[src/hdl/srts_pkg.sv]
// ----------------------------------------------------------------------------
// srts_pkg
// Shared types, constants and helpers for the shortest remaining time
// scheduler: action codes, controller states and the command and status
// groups that join the controller to the datapath.
// ----------------------------------------------------------------------------
package srts_pkg;

  localparam int MAX_JOBS_DEF = 16;
  localparam int TIME_W       = 16;
  localparam int IDX_W        = 4;
  localparam int PC_W         = 5;
  localparam int ACT_W        = 2;

  typedef logic [TIME_W-1:0] time_t;
  typedef logic [IDX_W-1:0]  idx_t;
  typedef logic [PC_W-1:0]   pcount_t;
  typedef logic [ACT_W-1:0]  action_t;

  localparam pcount_t PC_RESET = pcount_t'(16);

  localparam action_t ACT_LOAD    = 2'd0;
  localparam action_t ACT_TICK    = 2'd1;
  localparam action_t ACT_RESTART = 2'd2;

  typedef enum logic [2:0] {
    ST_IDLE,
    ST_SCAN,
    ST_DRAIN,
    ST_UPDATE,
    ST_EMIT,
    ST_SWEEP,
    ST_SWEEP_DRAIN
  } state_t;

  typedef struct packed {
    logic load;
    logic tick_start;
    logic restart_start;
    logic scan_step;
    logic sweep_step;
    logic update;
    logic emit;
  } cmd_t;

  typedef struct packed {
    logic all_done;
    logic scan_last;
    logic sweep_last;
    logic out_free;
  } status_t;

  function automatic time_t sat_inc(time_t v);
    return (v == '1) ? v : v + time_t'(1);
  endfunction

endpackage

[src/hdl/srts_ctrl.sv]
// ----------------------------------------------------------------------------
// srts_ctrl
// Controller state machine. Decodes each accepted transaction and steps the
// datapath through the table scan, the update, the result hand-off and the
// restart sweep.
// ----------------------------------------------------------------------------
module srts_ctrl (
  input  logic              clk,
  input  logic              rst,
  input  logic              in_valid,
  output logic              in_ready,
  input  srts_pkg::action_t action,
  input  srts_pkg::status_t status,
  output srts_pkg::cmd_t    cmd
);

  srts_pkg::state_t state;
  srts_pkg::state_t state_next;

  always_ff @(posedge clk) begin
    if (rst) begin
      state <= srts_pkg::ST_IDLE;
    end else begin
      state <= state_next;
    end
  end

  always_comb begin
    state_next = state;
    unique case (state)
      srts_pkg::ST_IDLE: begin
        if (in_valid) begin
          unique case (action)
            srts_pkg::ACT_TICK: begin
              state_next = status.all_done ? srts_pkg::ST_EMIT : srts_pkg::ST_SCAN;
            end
            srts_pkg::ACT_RESTART: begin
              state_next = srts_pkg::ST_SWEEP;
            end
            default: begin
              state_next = srts_pkg::ST_IDLE;
            end
          endcase
        end
      end
      srts_pkg::ST_SCAN: begin
        if (status.scan_last) begin
          state_next = srts_pkg::ST_DRAIN;
        end
      end
      srts_pkg::ST_DRAIN: begin
        state_next = srts_pkg::ST_UPDATE;
      end
      srts_pkg::ST_UPDATE: begin
        state_next = srts_pkg::ST_EMIT;
      end
      srts_pkg::ST_EMIT: begin
        if (status.out_free) begin
          state_next = srts_pkg::ST_IDLE;
        end
      end
      srts_pkg::ST_SWEEP: begin
        if (status.sweep_last) begin
          state_next = srts_pkg::ST_SWEEP_DRAIN;
        end
      end
      srts_pkg::ST_SWEEP_DRAIN: begin
        state_next = srts_pkg::ST_IDLE;
      end
      default: begin
        state_next = srts_pkg::ST_IDLE;
      end
    endcase
  end

  always_comb begin
    in_ready = 1'b0;
    cmd      = '0;
    unique case (state)
      srts_pkg::ST_IDLE: begin
        in_ready = 1'b1;
        if (in_valid) begin
          unique case (action)
            srts_pkg::ACT_LOAD:    cmd.load          = 1'b1;
            srts_pkg::ACT_TICK:    cmd.tick_start    = 1'b1;
            srts_pkg::ACT_RESTART: cmd.restart_start = 1'b1;
            default: begin
            end
          endcase
        end
      end
      srts_pkg::ST_SCAN: begin
        cmd.scan_step = 1'b1;
      end
      srts_pkg::ST_UPDATE: begin
        cmd.update = 1'b1;
      end
      srts_pkg::ST_EMIT: begin
        cmd.emit = status.out_free;
      end
      srts_pkg::ST_SWEEP: begin
        cmd.sweep_step = 1'b1;
      end
      default: begin
      end
    endcase
  end

endmodule

[src/hdl/srts_datapath.sv]
// ----------------------------------------------------------------------------
// srts_datapath
// Job table memories, done marks, time register, the running minimum search
// over the table, the completion arithmetic and the result register.
// ----------------------------------------------------------------------------
module srts_datapath #(
  parameter int MAX_JOBS = srts_pkg::MAX_JOBS_DEF
) (
  input  logic              clk,
  input  logic              rst,
  input  srts_pkg::cmd_t    cmd,
  output srts_pkg::status_t status,
  input  logic              cfg_we,
  input  srts_pkg::pcount_t cfg_data,
  input  srts_pkg::idx_t    entry_index,
  input  srts_pkg::time_t   arrival_time,
  input  srts_pkg::time_t   burst_time,
  output logic              out_valid,
  input  logic              out_ready,
  output srts_pkg::time_t   slot_time,
  output srts_pkg::idx_t    run_index,
  output logic              idle,
  output logic              finished,
  output srts_pkg::time_t   completion_time,
  output srts_pkg::time_t   turnaround,
  output srts_pkg::time_t   waiting,
  output logic              all_done
);

  localparam int JW = $clog2(MAX_JOBS);
  typedef logic [JW-1:0] job_idx_t;

  srts_pkg::time_t arrival_mem   [MAX_JOBS];
  srts_pkg::time_t burst_mem     [MAX_JOBS];
  srts_pkg::time_t remaining_mem [MAX_JOBS];

  logic [MAX_JOBS-1:0] done;
  logic [MAX_JOBS-1:0] loaded;
  logic [MAX_JOBS-1:0] active;

  srts_pkg::pcount_t process_count;
  srts_pkg::time_t   sched_time;
  srts_pkg::time_t   slot;

  job_idx_t        scan_idx;
  job_idx_t        cmp_idx;
  logic            cmp_pend;
  logic            sweep_pend;
  srts_pkg::time_t arr_rd;
  srts_pkg::time_t bur_rd;
  srts_pkg::time_t rem_rd;

  logic            found;
  job_idx_t        best_idx;
  srts_pkg::time_t best_rem;
  srts_pkg::time_t best_arr;
  srts_pkg::time_t best_bur;

  logic            fin;
  srts_pkg::time_t comp;
  srts_pkg::time_t tat;

  logic            load_ok;
  job_idx_t        load_addr;
  logic            eligible;
  logic            better;
  srts_pkg::time_t bur_eff;
  logic            upd_fin;
  srts_pkg::time_t upd_comp;
  logic            all_done_now;
  srts_pkg::time_t wait_val;

  logic            rem_we;
  job_idx_t        rem_waddr;
  srts_pkg::time_t rem_wdata;

  assign load_addr = job_idx_t'(entry_index);
  assign load_ok   = cmd.load && (int'(entry_index) < MAX_JOBS);
  assign eligible  = cmp_pend && !done[cmp_idx] && (arr_rd <= slot);
  assign better    = eligible && (!found || (rem_rd < best_rem));
  assign bur_eff   = loaded[cmp_idx] ? bur_rd : '0;
  assign upd_fin   = found && (best_rem == srts_pkg::time_t'(1));
  assign upd_comp  = srts_pkg::sat_inc(slot);
  assign wait_val  = (tat >= best_bur) ? tat - best_bur : '0;

  always_comb begin
    for (int i = 0; i < MAX_JOBS; i++) begin
      active[i] = int'(process_count) > i;
    end
  end

  assign all_done_now = &(done | ~active);

  assign status.all_done   = all_done_now;
  assign status.scan_last  = (int'(scan_idx) + 1 >= int'(process_count)) ||
                             (int'(scan_idx) == MAX_JOBS - 1);
  assign status.sweep_last = (int'(scan_idx) == MAX_JOBS - 1);
  assign status.out_free   = !out_valid || out_ready;

  always_comb begin
    rem_we    = 1'b0;
    rem_waddr = load_addr;
    rem_wdata = burst_time;
    if (load_ok) begin
      rem_we = 1'b1;
    end else if (sweep_pend) begin
      rem_we    = 1'b1;
      rem_waddr = cmp_idx;
      rem_wdata = bur_eff;
    end else if (cmd.update && found) begin
      rem_we    = 1'b1;
      rem_waddr = best_idx;
      rem_wdata = best_rem - srts_pkg::time_t'(1);
    end
  end

  always_ff @(posedge clk) begin
    if (load_ok) begin
      arrival_mem[load_addr] <= arrival_time;
      burst_mem[load_addr]   <= burst_time;
    end
    if (rem_we) begin
      remaining_mem[rem_waddr] <= rem_wdata;
    end
    arr_rd <= arrival_mem[scan_idx];
    bur_rd <= burst_mem[scan_idx];
    rem_rd <= remaining_mem[scan_idx];
  end

  always_ff @(posedge clk) begin
    if (rst) begin
      process_count <= srts_pkg::PC_RESET;
      sched_time    <= '0;
      done          <= '1;
      loaded        <= '0;
      scan_idx      <= '0;
      cmp_pend      <= 1'b0;
      sweep_pend    <= 1'b0;
      found         <= 1'b0;
      fin           <= 1'b0;
      out_valid     <= 1'b0;
    end else begin
      if (cfg_we) begin
        process_count <= cfg_data;
      end
      cmp_pend   <= cmd.scan_step;
      sweep_pend <= cmd.sweep_step;
      if (cmd.tick_start || cmd.restart_start) begin
        scan_idx <= '0;
      end else if (cmd.scan_step || cmd.sweep_step) begin
        scan_idx <= scan_idx + job_idx_t'(1);
      end
      if (cmd.restart_start) begin
        sched_time <= '0;
      end else if (cmd.update) begin
        sched_time <= srts_pkg::sat_inc(sched_time);
      end
      if (load_ok) begin
        loaded[load_addr] <= 1'b1;
        done[load_addr]   <= (burst_time == '0);
      end
      if (sweep_pend) begin
        done[cmp_idx] <= (bur_eff == '0);
      end
      if (cmd.update && upd_fin) begin
        done[best_idx] <= 1'b1;
      end
      if (cmd.tick_start) begin
        found <= 1'b0;
        fin   <= 1'b0;
      end else begin
        if (better) begin
          found <= 1'b1;
        end
        if (cmd.update) begin
          fin <= upd_fin;
        end
      end
      if (cmd.emit) begin
        out_valid <= 1'b1;
      end else if (out_ready) begin
        out_valid <= 1'b0;
      end
    end
  end

  always_ff @(posedge clk) begin
    if (cmd.tick_start) begin
      slot <= sched_time;
    end
    if (cmd.scan_step || cmd.sweep_step) begin
      cmp_idx <= scan_idx;
    end
    if (better) begin
      best_idx <= cmp_idx;
      best_rem <= rem_rd;
      best_arr <= arr_rd;
      best_bur <= bur_rd;
    end
    if (cmd.update) begin
      comp <= upd_fin ? upd_comp : '0;
      tat  <= upd_fin ? upd_comp - best_arr : '0;
    end
    if (cmd.emit) begin
      slot_time       <= slot;
      run_index       <= found ? srts_pkg::idx_t'(best_idx) : '0;
      idle            <= !found;
      finished        <= fin;
      completion_time <= fin ? comp : '0;
      turnaround      <= fin ? tat : '0;
      waiting         <= fin ? wait_val : '0;
      all_done        <= all_done_now;
    end
  end

endmodule

[src/hdl/shortest_remaining_time_scheduler.sv]
// ----------------------------------------------------------------------------
// shortest_remaining_time_scheduler
// Load and unused-action transactions are taken in the idle state and end
// there. A tick scans the first min(process_count, MAX_JOBS) table entries,
// reading one table entry per cycle through the memory read port; a tick
// with every job done skips the scan. A restart sweeps all MAX_JOBS entries.
// Synchronous reset empties the table, zeroes time and sets the count to 16.
// ----------------------------------------------------------------------------
module shortest_remaining_time_scheduler #(
  parameter int MAX_JOBS = srts_pkg::MAX_JOBS_DEF
) (
  input  logic              clk,
  input  logic              rst,
  input  logic              cfg_we,
  input  srts_pkg::pcount_t cfg_data,
  input  logic              in_valid,
  output logic              in_ready,
  input  srts_pkg::action_t action,
  input  srts_pkg::idx_t    entry_index,
  input  srts_pkg::time_t   arrival_time,
  input  srts_pkg::time_t   burst_time,
  output logic              out_valid,
  input  logic              out_ready,
  output srts_pkg::time_t   slot_time,
  output srts_pkg::idx_t    run_index,
  output logic              idle,
  output logic              finished,
  output srts_pkg::time_t   completion_time,
  output srts_pkg::time_t   turnaround,
  output srts_pkg::time_t   waiting,
  output logic              all_done
);

  srts_pkg::cmd_t    cmd;
  srts_pkg::status_t status;

  srts_ctrl u_ctrl (
    .clk      (clk),
    .rst      (rst),
    .in_valid (in_valid),
    .in_ready (in_ready),
    .action   (action),
    .status   (status),
    .cmd      (cmd)
  );

  srts_datapath #(
    .MAX_JOBS (MAX_JOBS)
  ) u_datapath (
    .clk             (clk),
    .rst             (rst),
    .cmd             (cmd),
    .status          (status),
    .cfg_we          (cfg_we),
    .cfg_data        (cfg_data),
    .entry_index     (entry_index),
    .arrival_time    (arrival_time),
    .burst_time      (burst_time),
    .out_valid       (out_valid),
    .out_ready       (out_ready),
    .slot_time       (slot_time),
    .run_index       (run_index),
    .idle            (idle),
    .finished        (finished),
    .completion_time (completion_time),
    .turnaround      (turnaround),
    .waiting         (waiting),
    .all_done        (all_done)
  );

endmodule

[config.mk]
export PLATFORM = sky130hd
export DESIGN_NAME = shortest_remaining_time_scheduler
export DESIGN_NICKNAME = d
export VERILOG_FILES = /design/src/hdl/srts_pkg.sv /design/src/hdl/srts_ctrl.sv /design/src/hdl/srts_datapath.sv /design/src/hdl/shortest_remaining_time_scheduler.sv
export SDC_FILE = /design/constraint.sdc
export NUM_CORES = 1
export LEC_CHECK = 0
export BUFFER_PORTS_ARGS = -buffer_cell sky130_fd_sc_hd__buf_2
export CAP_MARGIN = 10
export CORE_MARGIN = 8
export CORE_UTILIZATION = 55
export DETAILED_ROUTE_END_ITERATION = 10
export PLACE_DENSITY = 0.72
export SLEW_MARGIN = 20
export SYNTH_ARGS = -nofsm -noshare
export SYNTH_HDL_FRONTEND = slang
export SYNTH_SLANG_ARGS = --single-unit
[constraint.sdc]
create_clock -name clk -period 5.8 [get_ports clk]
set_clock_uncertainty 0.1 [all_clocks]
set_input_delay 0.29 -clock clk [delete_from_list [all_inputs] [get_ports clk]]
set_output_delay 0.29 -clock clk [all_outputs]
set_load 0.01 [all_outputs]
==> impl_metrics.toml <==
[critical_path]
start_kind = "register"
crit_required_ns = 6.11
r2r_setup_slack_ns = 1.30
crit_arrival_ns = 4.81
worst_path_largest_cell_delay_ns = 0.73
rr_startpoint = "u_datapath.slot[0]"
crit_buf_inv = 2
path_cells = "ha_1 -> nand2_1 -> nor4_2 -> nand3_1 -> a21oi_1 -> inv_1 -> ha_1 -> nand2b_1 -> a211oi_1 -> o41ai_1 -> inv_1 -> a311oi_1 -> xor2_1 -> nor2_1"
critPathTopFamily = "compound AO/OA/AOI/OAI gates"
crit_path_top_delay_cell = "o41ai_1"
endpoint_kind = "register"
worstPathMaxFanout = 9
timing.rr.end = "u_datapath.tat[13]"
critPathKind = "register to register"
r2r_cells = 14

[place]
dp_hpwl_um = 59800
post_dp_cell_area_mm2 = 0.0445
dp.cells = 3454
io_buffers = 120
dp_slack_ns = 1.34
gp_congestion = 0.882

[floorplanning]
start_util_pct = 55.2
die_w_um = 294
ios = 121
row_count = 102
die_h_um = 294
die_area_mm2 = 0.0864
core_mm2 = 0.0770

[synthesis]
ys.flop_type = "edfxtp_1"
synth_nets = 2471
yosysUniqueCellTypes = 66
ys_ff_latch = 1056
avgSynthCellArea_um2 = 18.1
async_flop_share_pct = 0
yosysWarnings = 0
synth_edf_count = 943
seq_area_frac_synth_pct = 72.0
netlist_instances = 2346
syn_area_mm2 = 0.0425

[grt]
gr-total-overflow = 0
antenna_found_initial = 8
first_global_vias = 22800
grt_pass1_wl_um = 148000
grt_usage_pct = 23.1
grt_max_degree = 71

[sta]
hold_viol = 0
setup-tns-final_ns = 0
period_minus_slack_ns = 4.50
hold_ws_ns = 0.117
rsz0062_at_grt = "no"
report.final.slew_viol_count = 0
max_slew_margin_pct = 24.6
fin_ws_ns = 1.30
setup_viol = 0
max_freq_ghz = 0.222
fin_crit_sh_pct = 77.6
tightestPinTransition_ns = 1.13

[route]
viasPerCell = 6.14
drt_iter0_drc = 2328
drc = 0
vias = 22700
wl_per_cell_um = 27.1
dr.pass1.iters = 7
wl_um = 100000
antenna_left = 0

[cts]
cts_buffer_depth = 3
numCtsBuffers = 103
cts_tree = "yes"
cts_sinks = 1056
clockRootBuffer = "clkbuf_16"
cts_max_level = 3
worstSkewPairLatency_ns = 0.68
clk_pin_slew_worst_paths_ns = 0.07
cts.repair.resized = 0

[layout]
final_nets = 2689
finalNonFillerCells = 3700
ff_latch_area_mm2 = 0.0306
drive_gt1_share_pct = 23.7
top_regs = "u_datapath.arrival_mem (256), u_datapath.burst_mem (256), u_datapath.remaining_mem (256)"
design_area_mm2 = 0.0483
multiInputGateArea_mm2 = 0.0114
fillers = 5333
area_growth_pct = 13.7
finish.utilization_pct = 62.8

[outcome]
status = "completed"

[hold_path]
min_to = "u_datapath.process_count[3]"
min_path_type = "input port to register"
min-delay-start = "rst"
hold_depth = 2

[job]
maxCapViolations = 0

[power_and_ir_drop]
power.total_mw = 15.9
p_leak_nw = 15.8
p_per_area_mw_per_mm2 = 329
ir_worst_vdd_uv = 210
## power by group
group	internal, mW	total [mW]	switching (mW)	leakage (nW)
Combinational	0.439	0.943	0.505	4.72
Sequential	8.40	8.53	0.130	9.49
Clock	3.58	6.41	2.83	1.60
## timing repair
item | 4_1_cts | 5_1_grt
hold endpoints to repair | 520 | 0
setup buffers | 0 | 0
hold buffers | 45 | 0
## cell families (layout without fill, tap and decap cells)
group / Yosys count / after routing / share of synthesized area (%)
AO/OA/AOI/OAI: 225 / 225 / 3.41
XOR/XNOR: 65 / 65 / 1.34
adder cells (fa/ha/maj): 77 / 77 / 2.30
buffers and inverters: 182 / 489 / 1.67
flip-flops: 1056 / 1056 / 72.0
multiplexers: 273 / 273 / 13.8
other: 0 / 7 / 0
AND/OR/NAND/NOR: 468 / 468 / 5.50
## worst max-delay path by stage
stage	from	to	slack, ns	cells after the start
global placement	u_datapath.slot[0]	u_datapath.tat[13]	1.37	14
global route	u_datapath.slot[0]	u_datapath.tat[13]	0.86	14
detailed placement	u_datapath.slot[0]	u_datapath.tat[13]	1.34	13
finish	u_datapath.slot[0]	u_datapath.tat[13]	1.30	14
floorplan	u_datapath.cmp_idx[0]	u_datapath.best_arr[0]	0.90	5
CTS	u_datapath.slot[0]	u_datapath.tat[13]	1.32	13
## synthesized netlist by cell type (all sizes together), types with 5 or more instances
library cell	number	share of area, %
a211oi	6	0.11
o21ai	27	0.32
or2	5	0.074
nor3	29	0.35
a21oi	74	0.87
and3	12	0.18
mux4	250	13
a21o	20	0.35
or3	6	0.088
nand3	39	0.47
nand2b	17	0.27
clkbuf	70	0.62
xor2	27	0.56
nand2	95	0.84
ha	75	2.2
or4	5	0.097
buf	26	0.29
o211ai	23	0.41
dfxtp	113	5.3
inv	86	0.76
xnor2	38	0.78
and4	6	0.12
mux2	16	0.42
edfxtp	943	67
and2	46	0.68
nand3b	5	0.088
nor2b	23	0.34
o22ai	18	0.26
nor4	16	0.29
a31oi	8	0.12
o21a	13	0.23
nand4	13	0.19
nor2	146	1.3
mux2i	7	0.16
## worst register-to-register path: cells and delay by family, from the launching register on
kind / cells / cell delay [ns]
XOR/XNOR: 1 / 0.18
AO/OA/AOI/OAI: 4 / 1.59
adder cells (fa/ha/maj): 2 / 0.55
buffers and inverters: 2 / 0.24
AND/OR/NAND/NOR: 5 / 1.14
flip-flops: 1 / 0.44
## placed cells by master, fill, tap and decap left out, types with 8 or more instances in the layout
cell | synthesis | routed
mux2_2 | 16 | 16
nor2_4 | 0 | 12
clkinv_2 | 0 | 22
nor4_1 | 14 | 14
ha_1 | 75 | 75
xnor2_1 | 38 | 38
clkbuf_16 | 0 | 104
a21oi_2 | 0 | 9
buf_2 | 20 | 120
mux4_2 | 250 | 250
a21oi_1 | 74 | 64
dlygate4sd3_1 | 0 | 45
dfxtp_1 | 113 | 109
and3_1 | 12 | 11
clkinv_1 | 0 | 13
nor2_1 | 146 | 134
nor3_1 | 28 | 25
nand4_1 | 13 | 13
a21o_1 | 20 | 20
and2_1 | 46 | 46
buf_4 | 0 | 40
o211ai_1 | 23 | 23
o22ai_1 | 18 | 18
nor2b_1 | 23 | 23
edfxtp_1 | 943 | 943
o21ai_0 | 27 | 27
clkbuf_8 | 0 | 9
o21a_1 | 13 | 13
nand2b_1 | 16 | 16
a31oi_1 | 8 | 8
nand3_1 | 38 | 38
inv_1 | 86 | 86
nand2_1 | 95 | 95
xor2_1 | 27 | 27
clkbuf_1 | 70 | 27
## per-layer routing
metal / GRT usage, % / wire [um]
met1: 31.4 / 40000
met2: 37.4 / 48600
met3: 4.63 / 8840
met4: 8.02 / 2990
met5: 0 / 8
## area by class of cell
cell class,instances,share of cell area (%)
clock inverters,54,0.953
repair buffers,209,2.96
clock buffers,140,5.85
multi-input cells,1108,23.5
well taps,1040,2.69
inverters,86,0.668
diodes,7,0.0362
flip-flops and latches,1056,63.3
Note: power is estimated with default switching activity, not from simulation.
